**src/hw/rtl/brf_pkg.sv**
```systemverilog
// Shared constants, codes and request type for the byte ring FIFO.
package brf_pkg;

  localparam int CAPACITY  = 256;  // power of two, at least 16
  localparam int MAX_BYTES = 8;    // at most BANKS
  localparam int BANKS     = 8;
  localparam int PW        = $clog2(CAPACITY);
  localparam int CW        = PW + 1;
  localparam int BW        = $clog2(BANKS);
  localparam int ROWS      = CAPACITY / BANKS;
  localparam int RW        = PW - BW;
  localparam int CNTW      = 4;
  localparam int DW        = 64;
  localparam int FUNCW     = 2;
  localparam int STW       = 2;
  localparam int IN_TDW    = 72;
  localparam int OUT_TDW   = 72;
  localparam int QDEPTH    = 2;
  localparam int QAW       = $clog2(QDEPTH);
  localparam int QCW       = $clog2(QDEPTH + 1);

  typedef enum logic [FUNCW-1:0] {
    FN_PUT  = 2'd0,
    FN_GET  = 2'd1,
    FN_PEEK = 2'd2,
    FN_NOP  = 2'd3
  } func_e;

  typedef enum logic [STW-1:0] {
    ST_OK    = 2'd0,
    ST_EMPTY = 2'd1,
    ST_FULL  = 2'd2
  } status_e;

  typedef struct packed {
    func_e           func;
    logic [CNTW-1:0] cnt;
    logic [DW-1:0]   data;
  } req_t;

endpackage

```
**src/hw/rtl/byte_ring_fifo_multi_byte.sv**
```systemverilog
// Top level of the multi-byte ring FIFO: request front end and execution back end.
//
//  channel | tdata (low bit up)                         | tuser
//  s_axis  | put_data[63:0], byte_count[67:64], pad 0   | func[1:0]
//  m_axis  | moved_count[3:0], read_data[67:4], pad 0   | status[1:0]
//
// One request per cycle sustained while the result is taken. A result passes the queue entry,
// the registered read of the byte banks and the result register, in that order.
// Reset clears both ring counters, the queue and all valids; store contents stay
// undefined. A stalled result holds the back end; the queue takes two more requests,
// then the input stalls.
module byte_ring_fifo_multi_byte (
  input  logic                           clk_i,
  input  logic                           rst_ni,
  input  logic                           s_axis_tvalid,
  output logic                           s_axis_tready,
  input  logic [brf_pkg::IN_TDW-1:0]     s_axis_tdata,  // put_data, byte_count
  input  logic [brf_pkg::FUNCW-1:0]      s_axis_tuser,  // func
  output logic                           m_axis_tvalid,
  input  logic                           m_axis_tready,
  output logic [brf_pkg::OUT_TDW-1:0]    m_axis_tdata,  // moved_count, read_data
  output logic [brf_pkg::STW-1:0]        m_axis_tuser   // status
);

  logic          req_valid, req_ready;
  brf_pkg::req_t req;

  brf_front u_front (
    .clk_i         (clk_i),
    .rst_ni        (rst_ni),
    .s_axis_tvalid (s_axis_tvalid),
    .s_axis_tready (s_axis_tready),
    .s_axis_tdata  (s_axis_tdata),
    .s_axis_tuser  (s_axis_tuser),
    .req_valid_o   (req_valid),
    .req_o         (req),
    .req_ready_i   (req_ready)
  );

  brf_back u_back (
    .clk_i         (clk_i),
    .rst_ni        (rst_ni),
    .req_valid_i   (req_valid),
    .req_i         (req),
    .req_ready_o   (req_ready),
    .m_axis_tvalid (m_axis_tvalid),
    .m_axis_tready (m_axis_tready),
    .m_axis_tdata  (m_axis_tdata),
    .m_axis_tuser  (m_axis_tuser)
  );

endmodule

```
**src/hw/rtl/brf_front.sv**
```systemverilog
// Request front end: decode, count clamp and a two-entry request queue.
module brf_front (
  input  logic                           clk_i,
  input  logic                           rst_ni,
  input  logic                           s_axis_tvalid,
  output logic                           s_axis_tready,
  input  logic [brf_pkg::IN_TDW-1:0]     s_axis_tdata,
  input  logic [brf_pkg::FUNCW-1:0]      s_axis_tuser,
  output logic                           req_valid_o,
  output brf_pkg::req_t                  req_o,
  input  logic                           req_ready_i
);

  brf_pkg::req_t                 entries_q [brf_pkg::QDEPTH];
  brf_pkg::req_t                 req_in;
  logic [brf_pkg::QAW-1:0]       wptr_q, wptr_d, rptr_q, rptr_d;
  logic [brf_pkg::QCW-1:0]       cnt_q, cnt_d;
  logic [brf_pkg::CNTW-1:0]      raw_cnt;
  logic                          push, pop;

  assign raw_cnt = s_axis_tdata[brf_pkg::DW +: brf_pkg::CNTW];

  always_comb begin
    req_in.func = brf_pkg::func_e'(s_axis_tuser);
    req_in.data = s_axis_tdata[brf_pkg::DW-1:0];
    if (raw_cnt > brf_pkg::CNTW'(brf_pkg::MAX_BYTES)) begin
      req_in.cnt = brf_pkg::CNTW'(brf_pkg::MAX_BYTES);
    end else begin
      req_in.cnt = raw_cnt;
    end
  end

  assign s_axis_tready = (cnt_q != brf_pkg::QCW'(brf_pkg::QDEPTH));
  assign req_valid_o   = (cnt_q != '0);
  assign req_o         = entries_q[rptr_q];
  assign push          = s_axis_tvalid && s_axis_tready;
  assign pop           = req_valid_o && req_ready_i;

  always_comb begin
    wptr_d = push ? wptr_q + brf_pkg::QAW'(1) : wptr_q;
    rptr_d = pop  ? rptr_q + brf_pkg::QAW'(1) : rptr_q;
    cnt_d  = cnt_q + brf_pkg::QCW'(push) - brf_pkg::QCW'(pop);
  end

  always_ff @(posedge clk_i or negedge rst_ni) begin
    if (!rst_ni) begin
      wptr_q <= '0;
      rptr_q <= '0;
      cnt_q  <= '0;
    end else begin
      wptr_q <= wptr_d;
      rptr_q <= rptr_d;
      cnt_q  <= cnt_d;
    end
  end

  always_ff @(posedge clk_i) begin
    if (push) begin
      entries_q[wptr_q] <= req_in;
    end
  end

endmodule

```
**src/hw/rtl/brf_back.sv**
```systemverilog
// Execution back end: ring counters, banked byte store and result register.
module brf_back (
  input  logic                           clk_i,
  input  logic                           rst_ni,
  input  logic                           req_valid_i,
  input  brf_pkg::req_t                  req_i,
  output logic                           req_ready_o,
  output logic                           m_axis_tvalid,
  input  logic                           m_axis_tready,
  output logic [brf_pkg::OUT_TDW-1:0]    m_axis_tdata,
  output logic [brf_pkg::STW-1:0]        m_axis_tuser
);

  localparam int PADW = brf_pkg::OUT_TDW - brf_pkg::CNTW - brf_pkg::DW;

  logic [brf_pkg::CW-1:0]          wcnt_q, wcnt_d, rcnt_q, rcnt_d;
  logic [brf_pkg::CW-1:0]          fill, room, cnt_ext;
  logic [brf_pkg::CNTW-1:0]        moved;
  brf_pkg::status_e                status;
  logic                            fire, is_put, is_rd;
  logic [brf_pkg::BANKS-1:0][7:0]  put_bytes;
  logic [7:0]                      bank_rd [brf_pkg::BANKS];

  // execute -> data stage
  logic                            s2_vld_q, s2_adv;
  logic                            s2_rd_q;
  logic [brf_pkg::CNTW-1:0]        s2_moved_q;
  brf_pkg::status_e                s2_status_q;
  logic [brf_pkg::BW-1:0]          s2_r0_q;

  // result register
  logic                            out_vld_q;
  logic [brf_pkg::CNTW-1:0]        out_moved_q;
  logic [brf_pkg::DW-1:0]          out_data_q, out_data_d;
  brf_pkg::status_e                out_status_q;

  assign s2_adv      = s2_vld_q && (!out_vld_q || m_axis_tready);
  assign req_ready_o = !s2_vld_q || s2_adv;
  assign fire        = req_valid_i && req_ready_o;
  assign put_bytes   = req_i.data;

  always_comb begin
    fill    = wcnt_q - rcnt_q;
    room    = brf_pkg::CW'(brf_pkg::CAPACITY) - fill;
    cnt_ext = brf_pkg::CW'(req_i.cnt);
    moved   = '0;
    status  = brf_pkg::ST_OK;
    is_put  = 1'b0;
    is_rd   = 1'b0;
    unique case (req_i.func)
      brf_pkg::FN_PUT: begin
        is_put = 1'b1;
        if (fill == brf_pkg::CW'(brf_pkg::CAPACITY)) begin
          status = brf_pkg::ST_FULL;
        end else if (cnt_ext <= room) begin
          moved = req_i.cnt;
        end else begin
          moved = room[brf_pkg::CNTW-1:0];
        end
      end
      brf_pkg::FN_GET, brf_pkg::FN_PEEK: begin
        is_rd = 1'b1;
        if (fill == '0) begin
          status = brf_pkg::ST_EMPTY;
        end else if (cnt_ext <= fill) begin
          moved = req_i.cnt;
        end else begin
          moved = fill[brf_pkg::CNTW-1:0];
        end
      end
      default: begin
      end
    endcase
  end

  always_comb begin
    wcnt_d = wcnt_q;
    rcnt_d = rcnt_q;
    if (fire && is_put) begin
      wcnt_d = wcnt_q + brf_pkg::CW'(moved);
    end
    if (fire && (req_i.func == brf_pkg::FN_GET)) begin
      rcnt_d = rcnt_q + brf_pkg::CW'(moved);
    end
  end

  for (genvar b = 0; b < brf_pkg::BANKS; b++) begin : g_bank
    logic [7:0]             mem_q [brf_pkg::ROWS];
    logic [7:0]             rd_q;
    logic [brf_pkg::BW-1:0] woff, roff;
    logic [brf_pkg::PW-1:0] wpos, rpos;
    logic [brf_pkg::RW-1:0] wrow, rrow;
    logic                   wen;

    always_comb begin
      woff = brf_pkg::BW'(b) - wcnt_q[brf_pkg::BW-1:0];
      roff = brf_pkg::BW'(b) - rcnt_q[brf_pkg::BW-1:0];
      wpos = wcnt_q[brf_pkg::PW-1:0] + brf_pkg::PW'(woff);
      rpos = rcnt_q[brf_pkg::PW-1:0] + brf_pkg::PW'(roff);
      wrow = wpos[brf_pkg::PW-1:brf_pkg::BW];
      rrow = rpos[brf_pkg::PW-1:brf_pkg::BW];
      wen  = fire && is_put && (brf_pkg::CNTW'(woff) < moved);
    end

    always_ff @(posedge clk_i) begin
      if (wen) begin
        mem_q[wrow] <= put_bytes[woff];
      end
      if (fire) begin
        rd_q <= mem_q[rrow];
      end
    end

    assign bank_rd[b] = rd_q;
  end

  always_comb begin
    logic [brf_pkg::BW-1:0] src;
    for (int i = 0; i < brf_pkg::BANKS; i++) begin
      src = brf_pkg::BW'(i) + s2_r0_q;
      if (s2_rd_q && (brf_pkg::CNTW'(i) < s2_moved_q)) begin
        out_data_d[8*i +: 8] = bank_rd[src];
      end else begin
        out_data_d[8*i +: 8] = 8'h00;
      end
    end
  end

  always_ff @(posedge clk_i or negedge rst_ni) begin
    if (!rst_ni) begin
      wcnt_q    <= '0;
      rcnt_q    <= '0;
      s2_vld_q  <= 1'b0;
      out_vld_q <= 1'b0;
    end else begin
      wcnt_q <= wcnt_d;
      rcnt_q <= rcnt_d;
      if (fire) begin
        s2_vld_q <= 1'b1;
      end else if (s2_adv) begin
        s2_vld_q <= 1'b0;
      end
      if (s2_adv) begin
        out_vld_q <= 1'b1;
      end else if (m_axis_tready) begin
        out_vld_q <= 1'b0;
      end
    end
  end

  always_ff @(posedge clk_i) begin
    if (fire) begin
      s2_rd_q     <= is_rd;
      s2_moved_q  <= moved;
      s2_status_q <= status;
      s2_r0_q     <= rcnt_q[brf_pkg::BW-1:0];
    end
    if (s2_adv) begin
      out_moved_q  <= s2_moved_q;
      out_data_q   <= out_data_d;
      out_status_q <= s2_status_q;
    end
  end

  assign m_axis_tvalid = out_vld_q;
  assign m_axis_tdata  = {PADW'(0), out_data_q, out_moved_q};
  assign m_axis_tuser  = out_status_q;

endmodule

```
**config.mk**
```make
export PLATFORM = sky130hd
export DESIGN_NAME = byte_ring_fifo_multi_byte
export DESIGN_NICKNAME = d
export VERILOG_FILES = /design/src/hw/rtl/brf_pkg.sv /design/src/hw/rtl/byte_ring_fifo_multi_byte.sv /design/src/hw/rtl/brf_front.sv /design/src/hw/rtl/brf_back.sv
export SDC_FILE = /design/constraint.sdc
export NUM_CORES = 2
export LEC_CHECK = 0
export BUFFER_PORTS_ARGS = -buffer_cell sky130_fd_sc_hd__buf_2
export CAP_MARGIN = 25
export CORE_AREA = 2 2 427 429
export CTS_CLUSTER_DIAMETER = 120
export CTS_CLUSTER_SIZE = 16
export DETAILED_ROUTE_END_ITERATION = 16
export DIE_AREA = 0 0 429 431
export HOLD_SLACK_MARGIN = 0.1
export PLACE_DENSITY = 0.74
export SYNTH_ARGS = -nofsm -noshare
export SYNTH_HDL_FRONTEND = slang
export SYNTH_HIERARCHICAL = 1
export SYNTH_SLANG_ARGS = --single-unit
```
**constraint.sdc**
```tcl
create_clock -name clk_i -period 22.7 [get_ports clk_i]
set_input_delay 2.27 -clock clk_i [delete_from_list [all_inputs] [get_ports clk_i]]
set_output_delay 2.27 -clock clk_i [all_outputs]
set_load 0.05 [all_outputs]
```
==> flow_summary.json <==
{
  "critPathSlowestCell": "dfrtp_4",
  "finClkSkew_ns": 0.0414,
  "ys_types": 78,
  "gp_congestion": 0.892,
  "ctsHoldBuffers": 0,
  "setup_violations": 0,
  "initial_core_util": 0.547,
  "drc": 0,
  "final_nets": 5319,
  "critPathKind": "reg -> reg",
  "grt_max_degree": 77,
  "hold_end": "u_back/m_axis_tuser[0]",
  "totalWireLength_mm": 243,
  "cts_inserted_buffers": 165,
  "post_cts_resized": 0,
  "clk_pin_slew_ns": 0.08,
  "end_kind": "flip-flop",
  "finalSetupTns_ns": 0,
  "dp_hpwl_mm": 163,
  "num_rows": 156,
  "areaGrowthSynthToFinish_pct": 9.99,
  "crit_required_ns": 23.24,
  "r2r_cells": 23,
  "min_from": "u_back/s2_status_q[0]",
  "syn-instance-count": 4792,
  "worstHoldPathType": "reg -> reg",
  "grt_pass1_vias": 49300,
  "crit_top_cell": "ha_1",
  "critical-path-top-delay-family": "simple AND/OR/NAND/NOR gates",
  "firstDrtPassIters": 5,
  "rsz0062_at_grt": "no",
  "worstPathCellList": "inv_1 -> ha_1 -> fa_1 -> nor2b_1 -> o22ai_1 -> xnor2_1 -> nor3_1 -> nand2_1 -> nor2_1 -> ha_1 -> a41oi_1 -> o21ai_0 -> or4_1 -> o22ai_1 -> a22oi_1 -> nor2_1 -> ha_1 -> inv_1 -> fa_1 -> a21oi_1 -> a21oi_4 -> nor3_1 -> buf_4",
  "pre_cts_slack_ns": 14.75,
  "tritoncts": "yes",
  "clkLatencyLatePin_ns": 0.86,
  "die_h_um": 431,
  "path_buf_inv": 3,
  "grt_pass1_wl_mm": 348,
  "htreeDepth": 4,
  "relSlewSlack": 0.134,
  "drt-vias-per-instance": 6.59,
  "cp_slowest_stage_delay_ns": 1.01,
  "arrival_ns": 8.61,
  "avgRoutedWirePerCell_um": 32.0,
  "final_common_cell": "edfxtp_1",
  "ant_nets": 0,
  "core_mm2": 0.180,
  "dr_total_vias": 50000,
  "r2r_setup_slack_ns": 14.64,
  "yosys_warnings": 6,
  "ios": 154,
  "finalHoldViolCount": 0,
  "avgSynthCellArea_um2": 20.6,
  "grt-ovfl-total": 0,
  "slew_violations": 0,
  "async_flop_share": 0.0102,
  "r2r-start": "u_back/wcnt_q[0]",
  "die_w_um": 429,
  "max_freq_ghz": 0.124,
  "clock_sinks": 2356,
  "post-route-min-period_ns": 8.06,
  "r2r-end": "u_back/g_bank[3].mem_q[21][0]",
  "track_usage": 0.264,
  "seq_area_frac_synth": 0.717,
  "start_kind": "flip-flop",
  "worstPathMaxFanout": 70,
  "ys_ff_latch": 2356,
  "hold_depth": 0,
  "die-area_mm2": 0.185,
  "drtIter0Drc": 6981,
  "layout_common_cells": "2,332 x edfxtp_1, 760 x mux4_2, 331 x nand2_1, 243 x buf_4, 184 x buf_2",
  "portBuffers": 145,
  "status": "finished, final reports clean",
  "synth_area_mm2": 0.0985,
  "synthFlopType": "edfxtp_1",
  "clockBufferDepth": 3,
  "num_antenna_cells": 0,
  "drv_cap": 0,
  "max_slew.worst_pin.slew_ns": 1.30,
  "synth-edff-count": 2332,
  "postCtsSetupBuffers": 0,
  "antenna_found_initial": 17,
  "clock-root-buffer": "clkbuf_16",
  "finalCritPeriodShare": 0.355,
  "finalWorstSetupSlack_ns": 14.64,
  "drive_gt1_frac": 0.322
}
-- stage by stage --
stage	hold WS (ns)	cells	utilization	cell area, um^2
after floorplan	0.400	4795	-	98500
after global placement	0.410	7282	0.572	103000
after detailed placement	0.405	7340	0.574	103000
after CTS	0.422	7561	0.600	108000
after global routing	0.424	7587	0.601	108000
final	0.424	7587	0.601	108000
-- how the worst max path moves through the flow --
stage | endpoint | cells after the start | slack, ns | startpoint
final | u_back/g_bank[3].mem_q[21][0] | 23 | 14.64 | u_back/wcnt_q[0]
after global routing | u_back/g_bank[3].mem_q[21][3] | 23 | 14.20 | u_back/wcnt_q[0]
after CTS | u_back/g_bank[6].mem_q[1][1] | 21 | 14.67 | u_back/wcnt_q[0]
after detailed placement | u_back/g_bank[6].mem_q[1][4] | 21 | 14.75 | u_back/wcnt_q[0]
after global placement | u_back/g_bank[7].mem_q[18][4] | 24 | 14.65 | u_back/wcnt_q[0]
after floorplan | u_back/g_bank[4].mem_q[14][0] | 24 | 15.59 | u_back/wcnt_q[1]
-- area by class of cell --
cell class / count / area, um^2
fillers: 12400 / 71800
flip-flops and latches: 2356 / 70600
multi-input cells: 2148 / 27000
clock buffers: 207 / 4350
repair buffers: 447 / 3020
well taps: 2370 / 2970
clock inverters: 14 / 221
inverters: 45 / 169
-- state kept, by name, summed over array words and instances, names as in the netlist, 2 cells and up --
signal	flops
u_back/s2_moved_q	4
u_back/wcnt_q	9
u_front/cnt_q	2
u_back/g_bank.rd_q	64
u_back/m_axis_tuser	2
u_back/out_moved_q	4
u_back/out_data_q	64
u_back/rcnt_q	9
u_back/s2_r0_q	3
u_back/s2_status_q	2
u_back/g_bank.mem_q	2048
u_front/entries_q	140
-- layer usage --
layer	vias up	track usage	share of wire
li1	20600	-	-
met1	26200	0.361	0.37
met2	2714	0.413	0.48
met3	465	0.0492	0.094
met4	8	0.134	0.058
met5	-	0	0.00023
-- cells in the mapped netlist, types with 34 or more instances --
library cell / number / area share
nor2_1: 74 / 0.0028
nor4_1: 54 / 0.0034
mux4_2: 760 / 0.17
mux2_2: 159 / 0.018
nor3_1: 156 / 0.0079
inv_1: 35 / 0.0013
o21ai_0: 36 / 0.0018
buf_2: 34 / 0.0017
buf_1: 42 / 0.0016
nand2_1: 331 / 0.013
nor3_2: 41 / 0.0042
edfxtp_1: 2332 / 0.71
xnor2_1: 83 / 0.0074
ha_1: 74 / 0.0094
a21oi_1: 79 / 0.0040
clkbuf_1: 149 / 0.0057
-- cell families (layout without fill, tap and decap cells) --
group,Yosys count,in the layout,share of synthesized area
AO/OA/AOI/OAI,212,212,0.0148
XOR/XNOR,110,110,0.00978
adder cells (fa/ha/maj),78,78,0.0102
buffers and inverters,291,713,0.0129
flip-flops,2356,2356,0.717
multiplexers,947,947,0.195
other,1,4,0.0000381
AND/OR/NAND/NOR,797,797,0.0405
Power is left out: the tool's default activity adds up to more than one toggle a clock period on the data nets, which glitch-free logic cannot reach.
